`src/qcps_pkg.sv`:
```
package qcps_pkg;

  // Field widths
  localparam int BYTE_W      = 8;
  localparam int PKT_START_W = 16;
  localparam int PKT_LEN_W   = 17;
  localparam int KIND_W      = 3;
  localparam int STATUS_W    = 2;
  localparam int SKIP_W      = 62;
  localparam int VLEFT_W     = 3;

  // Header bits of the first packet byte
  localparam int LONG_HDR_BIT  = 7;
  localparam int FIXED_BIT     = 6;
  localparam int TYPE_HI_BIT   = 5;
  localparam int TYPE_LO_BIT   = 4;

  // Number of version bytes after a long header's first byte
  localparam logic [SKIP_W-1:0] VERSION_BYTES = SKIP_W'(4);

  // Reset value of the connection ID length limit
  localparam logic [BYTE_W-1:0] MAX_CID_RESET = 8'd20;

  // Packet kinds
  localparam logic [KIND_W-1:0] KIND_INITIAL   = 3'd0;
  localparam logic [KIND_W-1:0] KIND_ZERO_RTT  = 3'd1;
  localparam logic [KIND_W-1:0] KIND_HANDSHAKE = 3'd2;
  localparam logic [KIND_W-1:0] KIND_RETRY     = 3'd3;
  localparam logic [KIND_W-1:0] KIND_SHORT     = 3'd4;

  // Result status codes
  localparam logic [STATUS_W-1:0] ST_OK        = 2'd0;
  localparam logic [STATUS_W-1:0] ST_FIXED_BIT = 2'd1;
  localparam logic [STATUS_W-1:0] ST_CID_LONG  = 2'd2;
  localparam logic [STATUS_W-1:0] ST_TRUNCATED = 2'd3;

  typedef struct packed {
    logic [BYTE_W-1:0] data_byte;
    logic              last_byte;
  } qcps_in_t;

  typedef struct packed {
    logic [PKT_START_W-1:0] pkt_start;
    logic [PKT_LEN_W-1:0]   pkt_len;
    logic [KIND_W-1:0]      pkt_kind;
    logic [BYTE_W-1:0]      dest_id_len;
    logic [BYTE_W-1:0]      src_id_len;
    logic [STATUS_W-1:0]    status;
    logic                   closes_datagram;
  } qcps_out_t;

endpackage

```
`src/qcps_parse.sv`:
```
module qcps_parse #(
  parameter int MAX_DATAGRAM_BYTES = 65536
) (
  input  logic                     clk,
  input  logic                     rst_n,
  input  logic                     step,
  input  qcps_pkg::qcps_in_t       item,
  input  logic [7:0]               max_cid_len,
  output logic                     res_valid,
  output qcps_pkg::qcps_out_t      res
);
  import qcps_pkg::*;

  localparam int OFS_W = $clog2(MAX_DATAGRAM_BYTES + 1);
  localparam int BEG_W = $clog2(MAX_DATAGRAM_BYTES);

  typedef enum logic [10:0] {
    PH_START      = 11'b000_0000_0001,
    PH_VERSION    = 11'b000_0000_0010,
    PH_DCID_LEN   = 11'b000_0000_0100,
    PH_DCID       = 11'b000_0000_1000,
    PH_SCID_LEN   = 11'b000_0001_0000,
    PH_SCID       = 11'b000_0010_0000,
    PH_TOKEN_SIZE = 11'b000_0100_0000,
    PH_TOKEN      = 11'b000_1000_0000,
    PH_LENGTH     = 11'b001_0000_0000,
    PH_PAYLOAD    = 11'b010_0000_0000,
    PH_TO_END     = 11'b100_0000_0000
  } phase_t;

  phase_t              phase_r, phase_nxt, after_sid;
  logic [OFS_W-1:0]    ofs_r, ofs_nxt;
  logic [BEG_W-1:0]    beg_r, beg_nxt;
  logic [SKIP_W-1:0]   skip_r, skip_nxt, skip_dec;
  logic [SKIP_W-1:0]   vval_r, vval_nxt, vval_new;
  logic [VLEFT_W-1:0]  vleft_r, vleft_nxt, vleft_new;
  logic [KIND_W-1:0]   kind_r, kind_nxt;
  logic [BYTE_W-1:0]   dlen_r, dlen_nxt;
  logic [BYTE_W-1:0]   slen_r, slen_nxt;
  logic                drop_r, drop_nxt;
  logic                skip_done, vdone;
  logic                err, ok, last;
  logic [STATUS_W-1:0] err_code;
  logic [BYTE_W-1:0]   d;

  assign d    = item.data_byte;
  assign last = item.last_byte;

  // Skip counter: saturating decrement, done once it reaches zero
  assign skip_dec  = (skip_r != '0) ? skip_r - SKIP_W'(1) : '0;
  assign skip_done = (skip_dec == '0);

  // Varint: first byte sets the count of bytes still to come (0, 1, 3 or 7)
  always_comb begin
    if (vleft_r == '0) begin
      vleft_new = {d[7] & d[6], d[7], d[7] | d[6]};
      vval_new  = {{(SKIP_W-6){1'b0}}, d[5:0]};
    end else begin
      vleft_new = vleft_r - VLEFT_W'(1);
      vval_new  = {vval_r[SKIP_W-9:0], d};
    end
  end
  assign vdone = (vleft_new == '0);

  // Phase that follows the source connection ID
  always_comb begin
    case (kind_r)
      KIND_INITIAL: after_sid = PH_TOKEN_SIZE;
      KIND_RETRY:   after_sid = PH_TO_END;
      default:      after_sid = PH_LENGTH;
    endcase
  end

  // Per-byte parse step
  always_comb begin
    phase_nxt = phase_r;
    ofs_nxt   = ofs_r;
    beg_nxt   = beg_r;
    skip_nxt  = skip_r;
    vval_nxt  = vval_r;
    vleft_nxt = vleft_r;
    kind_nxt  = kind_r;
    dlen_nxt  = dlen_r;
    slen_nxt  = slen_r;
    drop_nxt  = drop_r;
    err       = 1'b0;
    ok        = 1'b0;
    err_code  = ST_TRUNCATED;
    res_valid = 1'b0;
    res.pkt_start       = PKT_START_W'(beg_r);
    res.pkt_len         = '0;
    res.pkt_kind        = kind_r;
    res.dest_id_len     = dlen_r;
    res.src_id_len      = slen_r;
    res.status          = ST_TRUNCATED;
    res.closes_datagram = 1'b1;

    if (drop_r) begin
      // discard until the datagram's last byte
    end else if (ofs_r >= OFS_W'(MAX_DATAGRAM_BYTES)) begin
      // oversize datagram
      res_valid = 1'b1;
      drop_nxt  = 1'b1;
    end else begin
      ofs_nxt = ofs_r + OFS_W'(1);
      case (phase_r)
        PH_START: begin
          beg_nxt  = BEG_W'(ofs_r);
          dlen_nxt = '0;
          slen_nxt = '0;
          kind_nxt = d[LONG_HDR_BIT] ? {1'b0, d[TYPE_HI_BIT], d[TYPE_LO_BIT]} : KIND_SHORT;
          if (!d[FIXED_BIT]) begin
            err      = 1'b1;
            err_code = ST_FIXED_BIT;
          end else if (d[LONG_HDR_BIT]) begin
            skip_nxt  = VERSION_BYTES;
            phase_nxt = PH_VERSION;
          end else begin
            phase_nxt = PH_TO_END;
          end
        end
        PH_VERSION: begin
          skip_nxt = skip_dec;
          if (skip_done) phase_nxt = PH_DCID_LEN;
        end
        PH_DCID_LEN: begin
          dlen_nxt = d;
          if (!last && d > max_cid_len) begin
            err      = 1'b1;
            err_code = ST_CID_LONG;
          end else if (d == '0) begin
            phase_nxt = PH_SCID_LEN;
          end else begin
            skip_nxt  = SKIP_W'(d);
            phase_nxt = PH_DCID;
          end
        end
        PH_DCID: begin
          skip_nxt = skip_dec;
          if (skip_done) phase_nxt = PH_SCID_LEN;
        end
        PH_SCID_LEN: begin
          slen_nxt = d;
          if (d > max_cid_len) begin
            err      = 1'b1;
            err_code = ST_CID_LONG;
          end else if (d == '0) begin
            vleft_nxt = '0;
            phase_nxt = after_sid;
          end else begin
            skip_nxt  = SKIP_W'(d);
            phase_nxt = PH_SCID;
          end
        end
        PH_SCID: begin
          skip_nxt = skip_dec;
          if (skip_done) begin
            vleft_nxt = '0;
            phase_nxt = after_sid;
          end
        end
        PH_TOKEN_SIZE: begin
          vleft_nxt = vleft_new;
          vval_nxt  = vval_new;
          if (vdone) begin
            if (vval_new == '0) begin
              phase_nxt = PH_LENGTH;
            end else begin
              skip_nxt  = vval_new;
              phase_nxt = PH_TOKEN;
            end
          end
        end
        PH_TOKEN: begin
          skip_nxt = skip_dec;
          if (skip_done) begin
            vleft_nxt = '0;
            phase_nxt = PH_LENGTH;
          end
        end
        PH_LENGTH: begin
          vleft_nxt = vleft_new;
          vval_nxt  = vval_new;
          if (vdone) begin
            if (vval_new == '0) begin
              ok = 1'b1;
            end else begin
              skip_nxt  = vval_new;
              phase_nxt = PH_PAYLOAD;
            end
          end
        end
        PH_PAYLOAD: begin
          skip_nxt = skip_dec;
          if (skip_done) ok = 1'b1;
        end
        PH_TO_END: begin
          // runs to the end of the datagram
        end
        default: begin
          err = 1'b1;
        end
      endcase

      // datagram ends: short header or Retry completes, anything else is cut short
      if (!err && !ok && last) begin
        if (phase_nxt == PH_TO_END) ok  = 1'b1;
        else                        err = 1'b1;
      end

      res_valid           = ok | err;
      res.pkt_start       = PKT_START_W'(beg_nxt);
      res.pkt_kind        = kind_nxt;
      res.dest_id_len     = dlen_nxt;
      res.src_id_len      = slen_nxt;
      res.pkt_len         = PKT_LEN_W'(ofs_r) - PKT_LEN_W'(beg_nxt) + PKT_LEN_W'(1);
      res.status          = ST_OK;
      res.closes_datagram = last;
      if (err) begin
        res.pkt_len         = '0;
        res.status          = err_code;
        res.closes_datagram = 1'b1;
        drop_nxt            = 1'b1;
      end
      if (ok) phase_nxt = PH_START;
    end

    // last byte rearms for the next datagram
    if (last) begin
      phase_nxt = PH_START;
      ofs_nxt   = '0;
      beg_nxt   = '0;
      skip_nxt  = '0;
      vval_nxt  = '0;
      vleft_nxt = '0;
      kind_nxt  = '0;
      dlen_nxt  = '0;
      slen_nxt  = '0;
      drop_nxt  = 1'b0;
    end
  end

  // Parser state
  always_ff @(posedge clk) begin
    if (!rst_n) begin
      phase_r <= PH_START;
      ofs_r   <= '0;
      beg_r   <= '0;
      skip_r  <= '0;
      vval_r  <= '0;
      vleft_r <= '0;
      kind_r  <= '0;
      dlen_r  <= '0;
      slen_r  <= '0;
      drop_r  <= 1'b0;
    end else if (step) begin
      phase_r <= phase_nxt;
      ofs_r   <= ofs_nxt;
      beg_r   <= beg_nxt;
      skip_r  <= skip_nxt;
      vval_r  <= vval_nxt;
      vleft_r <= vleft_nxt;
      kind_r  <= kind_nxt;
      dlen_r  <= dlen_nxt;
      slen_r  <= slen_nxt;
      drop_r  <= drop_nxt;
    end
  end

endmodule

```
`src/quic_coalesced_packet_splitter.sv`:
```
// Path: each accepted byte passes through the input register and the parse step; the
//   result of the byte that ends the packet is then captured in the result register.
// Throughput: one datagram byte per cycle, limited by the single parse step
//   between the two registers; a stalled result register holds the input.
// Reset (rst_n low, synchronous): pipeline empty, parser waits for the first
//   byte of a datagram, max_cid_len returns to 20.
module quic_coalesced_packet_splitter #(
  parameter int MAX_DATAGRAM_BYTES = 65536
) (
  input  logic                clk,
  input  logic                rst_n,
  input  logic                in_valid,
  output logic                in_stall,
  input  qcps_pkg::qcps_in_t  in_data,
  output logic                out_valid,
  input  logic                out_stall,
  output qcps_pkg::qcps_out_t out_data,
  input  logic                cfg_wr_en,
  input  logic [7:0]          cfg_wr_data
);
  import qcps_pkg::*;

  logic              s1_valid_r, s1_valid_nxt;
  qcps_in_t          s1_data_r;
  logic              out_valid_r, out_valid_nxt;
  qcps_out_t         out_data_r;
  logic [BYTE_W-1:0] max_cid_r;
  logic              advance, take, res_valid;
  qcps_out_t         res;

  // Handshake control
  assign advance  = s1_valid_r && (!out_valid_r || !out_stall);
  assign in_stall = s1_valid_r && !advance;
  assign take     = in_valid && !in_stall;

  assign s1_valid_nxt  = take ? 1'b1 : (advance ? 1'b0 : s1_valid_r);
  assign out_valid_nxt = (advance && res_valid) ? 1'b1
                       : ((out_valid_r && !out_stall) ? 1'b0 : out_valid_r);

  // Input register
  always_ff @(posedge clk) begin
    if (!rst_n) begin
      s1_valid_r <= 1'b0;
    end else begin
      s1_valid_r <= s1_valid_nxt;
    end
  end

  always_ff @(posedge clk) begin
    if (take) s1_data_r <= in_data;
  end

  // Configuration register
  always_ff @(posedge clk) begin
    if (!rst_n) begin
      max_cid_r <= MAX_CID_RESET;
    end else if (cfg_wr_en) begin
      max_cid_r <= cfg_wr_data;
    end
  end

  // Parser
  qcps_parse #(
    .MAX_DATAGRAM_BYTES(MAX_DATAGRAM_BYTES)
  ) u_parse (
    .clk        (clk),
    .rst_n      (rst_n),
    .step       (advance),
    .item       (s1_data_r),
    .max_cid_len(max_cid_r),
    .res_valid  (res_valid),
    .res        (res)
  );

  // Result register
  always_ff @(posedge clk) begin
    if (!rst_n) begin
      out_valid_r <= 1'b0;
    end else begin
      out_valid_r <= out_valid_nxt;
    end
  end

  always_ff @(posedge clk) begin
    if (advance && res_valid) out_data_r <= res;
  end

  assign out_valid = out_valid_r;
  assign out_data  = out_data_r;

endmodule

```
`config.mk`:
```
export PLATFORM = sky130hd
export DESIGN_NAME = quic_coalesced_packet_splitter
export DESIGN_NICKNAME = d
export VERILOG_FILES = /design/src/qcps_pkg.sv /design/src/qcps_parse.sv /design/src/quic_coalesced_packet_splitter.sv
export SDC_FILE = /design/constraint.sdc
export NUM_CORES = 1
export LEC_CHECK = 0
export BUFFER_PORTS_ARGS = -buffer_cell sky130_fd_sc_hd__buf_2
export CAP_MARGIN = 0
export CORE_AREA = 3 3 227 229
export DETAILED_ROUTE_END_ITERATION = 10
export DIE_AREA = 0 0 230 232
export PLACE_DENSITY = 0.55
export SYNTH_ARGS = -nofsm -noshare
export SYNTH_HDL_FRONTEND = slang
export SYNTH_SLANG_ARGS = --single-unit
```
`constraint.sdc`:
```
create_clock -name clk -period 14.3 [get_ports clk]
set_clock_uncertainty 0.2 [all_clocks]
set_input_delay 0 -clock clk [delete_from_list [all_inputs] [get_ports clk]]
set_output_delay 0 -clock clk [all_outputs]
set_load 0.1 [all_outputs]
```
==> flow_metrics.env, run 1 <==
export IMPL_cts_made_buffers=30
export IMPL_synthDistinctLibCells=87
export IMPL_viasPerCell=5.35
export IMPL_post_route_min_period_ns=5.65
export IMPL_io_pins=79
export IMPL_ys_seq_area_share_pct=39.0
export IMPL_cp_data_required_time_ns=14.43
export IMPL_startpoint_type="flip-flop"
export IMPL_async_flop_share_pct=0
export IMPL_crit_top_cell="o21ai_0"
export IMPL_io_buffer_count=78
export IMPL_grt_total_usage_pct=17.0
export IMPL_hold_viol=0
export IMPL_die_area_um2=53400
export IMPL_endpoint_kind="flip-flop"
export IMPL_vdd_drop_max_mv=0.0861
export IMPL_multiInputGateArea_um2=8480
export IMPL_finalMaxSlewViolations=0
export IMPL_yosys_warnings=0
export IMPL_max_freq_ghz=0.177
export IMPL_r2r_slack_ns=8.65
export IMPL_die_width_um=230
export IMPL_wl_mm=46.1
export IMPL_synthesis_nets=1803
export IMPL_status="finished, final reports clean"
export IMPL_tightest_slew_ns=1.22
export IMPL_cp_max_fo=26
export IMPL_arrival_ns=5.79
export IMPL_grt_start_max_net_pins=89
export IMPL_clk_pin_slew_ns=0.06
export IMPL_route_detailed_drc=0
export IMPL_synth_seq_cells=257
export IMPL_yosys_most_used_dff="dfxtp_1"
export IMPL_grt_remaining_overflow=0
export IMPL_n_antenna_cell=0
export IMPL_p_leak_nw=6.36
export IMPL_cpPeakStageDelay_ns=0.64
export IMPL_setup_tns_ns=0
export IMPL_power_density_nw_per_um2=100
export IMPL_drtIter0Drc=1023
export IMPL_min_delay_path_class="input port to flip-flop"
export IMPL_fin_nets=1866
export IMPL_drt_pass1_iter_count=5
export IMPL_cts_max_path_buffers=3
export IMPL_clkSinkCount=257
export IMPL_syn_area_um2=14800
export IMPL_place_ws_ns=8.76
export IMPL_path_cells="nor4_2, nand3b_1, or2_2, o21ai_0, ha_1, inv_1, ha_1, inv_1, fa_1, nor2b_1, o21ai_0, a21boi_0, o21ai_0, a21boi_0, o21ai_0, a21oi_1, o41a_1, and2_1, o21a_1, o21ai_0, o311a_1"
export IMPL_areaGrowthSynthToFinish_pct=16.9
export IMPL_routedWlPerCell_um=18.5
export IMPL_insertion_delay_ns=0.59
export IMPL_drtAntennaViolNets=0
export IMPL_start_util_pct=29.7
export IMPL_gp_congestion=0.933
export IMPL_first_global_vias=13144
export IMPL_grt_pass1_wl_mm=74.2
export IMPL_rsz0062_at_grt="false"
export IMPL_final_setup_viol_count=0
export IMPL_cts_tree="done"
export IMPL_core_area_um2=49900
export IMPL_maxSlewHeadroom_pct=18.9
export IMPL_fillers=5226
export IMPL_rows=82
export IMPL_maxCapViolCount=0
export IMPL_cts_root_buf="clkbuf_16"
export IMPL_antenna_found_initial=0
export IMPL_die_y_um=232
export IMPL_syn_avg_cell_area_um2=8.54
export IMPL_num_vias=13346
export IMPL_synth_edf_count=64
export IMPL_area_sequential_um2=5790
export IMPL_crit_path_top_delay_cell="or2_2"
export IMPL_htree_levels=1
export IMPL_syn_inst=1736
export IMPL_dp_hpwl_mm=32.1
export IMPL_drive_gt1_share_pct=10.5
export IMPL_finalCritPeriodShare_pct=39.5
export IMPL_critPathKind="flip-flop to flip-flop"
export IMPL_setup_ws_ns=8.65
==> worst max-delay path, delay by kind of cell, from the launching register on <==
kind                       cells  cell delay (ns)
and+or+nand+nor                5             1.76
DFF                            1             0.40
buffers and inverters          2             0.12
adders and majority gates      3             0.83
AOI/OAI and AO/OA             11             2.11
==> routing by layer <==
layer	track usage [%]	wire, um
met4	4.81	1230
met3	2.67	2440
met1	22.5	20900
met2	28.8	21500
met5	0	0
==> cell usage after synthesis, drive strengths merged (35+ instances only) <==
cell type  instances  area, um2
and2              35        219
nor4              57        424
nor2             118        443
o21ai             92        460
dfxtp            193       3860
nor2b            128        801
ha                44        551
a21boi            42        330
a21oi             75        375
a22oi            101        758
nand3             70        350
clkbuf           101        379
nor3              62        327
nand2            164        616
edfxtp            64       1920
==> logic make-up (layout without fill, tap and decap cells) <==
group                      after synthesis  count (layout)  synth area share [%]
AOI/OAI and AO/OA                      404             404                  18.3
xor gates and xnor gates                66              66                  3.90
adders and majority gates               45              45                  3.85
buffers and inverters                  150             237                  4.06
DFF                                    257             257                  39.0
muxes                                   25              25                  1.74
and+or+nand+nor                        789             789                  29.2
==> registers in the layout, indices dropped and copies added, names as in the netlist <==
signal	cells
u_parse.vleft_r	3
u_parse.slen_r	8
max_cid_r	8
u_parse.dlen_r	8
u_parse.ofs_r	17
out_valid	1
u_parse.beg_r	16
out_data	55
s1_valid_r	1
u_parse.drop_r	1
u_parse.phase_r	11
s1_data_r	9
u_parse.skip_r	62
u_parse.vval_r	54
u_parse.kind_r	3
==> power by group <==
| part | switching (W) | internal, W |
|---|---|---|
| registers | 0.00000997 | 0.000756 |
| logic | 0.000120 | 0.0000454 |
| clock network | 0.000328 | 0.000479 |
==> per-stage QoR <==
stage	instances	utilization, %	power, W	area [um2]	hold slack (ns)
6_report	2495	34.7	0.00174	17300	0.134
5_1_grt	2495	34.7	0.00180	17300	0.134
4_1_cts	2495	34.7	0.00176	17300	0.110
3_5_place_dp	2384	31.6	0.000934	15700	-0.0163
3_3_place_gp	2384	31.6	0.000934	15700	-0.0211
2_1_floorplan	1736	-	0.000895	14800	-0.101
==> layout by cell type, fill, tap and decap left out, drive strengths merged, types with 8 or more instances in the layout <==
master       synthesis  routed
nor4                57      57
or2                 14      14
a31oi               10      10
a21oi               75      75
ha                  44      44
or4                 11      11
clkbuf             101      34
a21o                 9       9
nand3b              10      10
nand2              164     164
buf                 17      94
nor4b                8       8
edfxtp              64      64
nand4               26      26
and2                35      35
a22oi              101     101
xor2                33      33
nor3                62      62
clkinv               0      16
and3                16      16
xnor2               33      33
dfxtp              193     193
or3                 27      27
o21ai               92      92
mux2i               22      22
a22o                17      17
nor2               118     118
dlygate4sd3          0      55
inv                 32      32
nand3               70      70
nor3b               19      19
nor2b              128     128
a21boi              42      42
==> path summary, 6_finish.rpt <==
path,startpoint,to,depth (start not counted)
min,out_stall,out_valid,4
max,u_parse.phase_r[5],out_data[37],21
max reg2reg,u_parse.phase_r[5],out_data[37],21
min reg2reg,u_parse.vleft_r[1],u_parse.vleft_r[1],2
==> layout make-up <==
cell class                      instances  area share [%]
Timing Repair Buffer                  149            6.14
Sequential cell                       257            33.4
Tap cell                              672            4.85
Clock buffer                           34            4.48
Multi-Input combinational cell       1329            49.0
Clock inverter                         22            1.47
Inverter                               32           0.693
==> timing repair <==
action,4_1_cts,5_1_grt
hold buffers,55,0
gates resized for setup,0,0
setup buffers,0,0
hold endpoints to repair,82,0
Note: power is estimated with default switching activity, not from simulation.
==> run 2: changes to the inputs <==
- PLACE_DENSITY: 0.55 -> 0.56
- clock period: 14.3 -> 4.5 ns (I/O delays scaled with it)
==> run 2 against run 1 <==
Against the previous run: worst hold slack better by 0.034 ns; sequential share of layout area decreased by 2.7 points; die area stayed put; largest cell class unchanged; sequential cell count did not move; critical path depth is 7 lower; clock power rose to 3.3 times the previous value; design area increased by 8.9%; critical path type unchanged; non-clock buffer count is 140 higher.
==> flow_metrics.env, run 2 (synthesis gave the netlist of run 1 again) <==
export IMPL_critPathKind="flip-flop to flip-flop"
export IMPL_die_y_um=232
export IMPL_vdd_drop_max_mv=0.282
export IMPL_critical_path_top_delay_family="simple AND/OR/NAND/NOR gates"
export IMPL_power_density_nw_per_um2=299
export IMPL_hold_ws_ns=0.169
export IMPL_htree_levels=1
export IMPL_n_antenna_cell=0
export IMPL_fin_nets=2006
export IMPL_finalMaxSlewViolations=0
export IMPL_io_buffer_count=78
export IMPL_cp_data_required_time_ns=4.72
export IMPL_status="finished, final reports clean"
export IMPL_arrival_ns=4.65
export IMPL_drt_pass1_iter_count=6
export IMPL_final_setup_viol_count=0
export IMPL_min_delay_path_class="input port to flip-flop"
export IMPL_finalCritPeriodShare_pct=98.5
export IMPL_path_buf_inv=2
export IMPL_crit_path_top_delay_cell="or4b_4"
export IMPL_dp_hpwl_mm=35.2
export IMPL_maxCapViolCount=0
export IMPL_largest_reg_flops=62
export IMPL_dpl_cell_count=2513
export IMPL_insertion_delay_ns=0.58
export IMPL_postLayoutCoreUtil_pct=37.8
export IMPL_cp_max_fo=17
export IMPL_drtAntennaViolNets=0
export IMPL_start_util_pct=29.7
export IMPL_cts_max_path_buffers=3
export IMPL_tightest_slew_ns=1.27
export IMPL_cts_root_buf="clkbuf_16"
export IMPL_die_width_um=230
export IMPL_setup_tns_ns=0
export IMPL_final_common_cell="dfxtp_1"
export IMPL_areaGrowthSynthToFinish_pct=27.3
export IMPL_post_route_min_period_ns=4.43
export IMPL_rows=82
export IMPL_wl_mm=49.9
export IMPL_rsz0062_at_grt="true"
export IMPL_startpoint="u_parse.skip_r[41]"
export IMPL_p_leak_nw=7.23
export IMPL_hold_viol=0
export IMPL_grt_total_usage_pct=17.9
export IMPL_first_global_vias=13416
export IMPL_final_cell_mix="191 x dfxtp_1, 164 x nand2_1, 155 x buf_4"
export IMPL_endpoint_kind="flip-flop"
export IMPL_drtIter0Drc=1060
export IMPL_r2r_slack_ns=0.07
export IMPL_reg2reg_from="u_parse.skip_r[41]"
export IMPL_route_detailed_drc=0
export IMPL_core_area_um2=49900
export IMPL_clkSinkCount=257
export IMPL_grt_start_max_net_pins=145
export IMPL_routedWlPerCell_um=18.9
export IMPL_gp_congestion=0.923
export IMPL_num_vias=14125
export IMPL_cts_made_buffers=30
export IMPL_cp_endpoint="out_data[25]"
export IMPL_path_cells="or4_4, or4b_4, or3_4, nor4_4, xor2_1, or4b_4, nor4_4, buf_4, a31oi_4, a31oi_4, o2111ai_4, a21boi_4, buf_12, nor3b_4"
export IMPL_startpoint_type="flip-flop"
export IMPL_cpPeakStageDelay_ns=0.56
export IMPL_cts_tree="done"
export IMPL_antenna_found_initial=0
export IMPL_clk_pin_slew_ns=0.07
export IMPL_viasPerCell=5.36
export IMPL_grt_remaining_overflow=0
export IMPL_stdcell_count=2635
export IMPL_grt_pass1_wl_mm=76.9
export IMPL_cp_num_cells=14
export IMPL_maxSlewHeadroom_pct=15.1
export IMPL_r2r_end="out_data[25]"
export IMPL_max_freq_ghz=0.225
export IMPL_reg2reg_depth=14
export IMPL_drive_gt1_share_pct=20.1
export IMPL_regMostFlops="u_parse.skip_r"
export IMPL_io_pins=79
export IMPL_die_area_um2=53400
[run 2: cell types whose count changed in the layout (fill, tap and decap cells not counted), moves of 6 or more]
cell,previous run,this run
buf_4,17,155
dlygate4sd3_1,55,44
buf_12,0,7
o21ai_0,85,78
clkinv_1,7,1
nor3b_1,16,10
nor4_1,49,43
[run 2: worst min-delay path, delay by kind of cell]
| kind | cells | cell delay, ns |
|---|---|---|
| simple gates | 1 | 0.10 |
| compound gates | 1 | 0.08 |
| buf+inv | 2 | 0.70 |
[run 2: worst min path at each step]
stage / to / start / cells after the start
2_1_floorplan: s1_data_r[0] / in_data[0] / 0
3_3_place_gp: s1_data_r[0] / in_data[0] / 1
3_5_place_dp: s1_data_r[6] / in_data[6] / 1
4_1_cts: out_valid / out_stall / 4
5_1_grt: out_valid / out_stall / 4
6_report: out_valid / out_stall / 4
[run 2: metrics by stage]
| step | setup slack, ns | power [W] | area, um2 |
|---|---|---|---|
| 2_1_floorplan | 0.000418 | 0.00285 | 14900 |
| 3_3_place_gp | 0.00448 | 0.00300 | 16800 |
| 3_5_place_dp | -0.124 | 0.00301 | 16800 |
| 4_1_cts | -0.0156 | 0.00569 | 18500 |
| 5_1_grt | -0.0594 | 0.00584 | 18900 |
| 6_report | 0.0653 | 0.00565 | 18900 |
[run 2: cell type report]
cell class                 instances  area, um2
clock buffer                      39        845
clock inverter                    17        239
fill                            5057      31000
inverter                          32        120
multi-input combinational       1329       8820
sequential                       257       5790
tap                              672        841
timing repair buffer             289       2220
[run 2: routing by layer]
layer / share of wire, % / GRT usage [%]
met5: 0 / 0
met2: 46 / 30.3
met4: 3.0 / 5.32
met1: 44 / 23.4
met3: 7.0 / 2.98
[run 2: where the power goes]
group / total [W] / internal (W) / switching (W)
Clock: 0.00263 / 0.00161 / 0.00102
Combinational: 0.000599 / 0.000187 / 0.000413
Sequential: 0.00242 / 0.00240 / 0.0000193
[run 2: what timing repair did]
action / 4_1_cts / 5_1_grt
gates resized for setup: 12 / 57
setup buffers: 7 / 14
pin swaps: 7 / 22
hold endpoints to repair: 63 / 0
endpoints found under the setup margin: 69 / 82
hold buffers: 44 / 0
gates cloned: 1 / 1
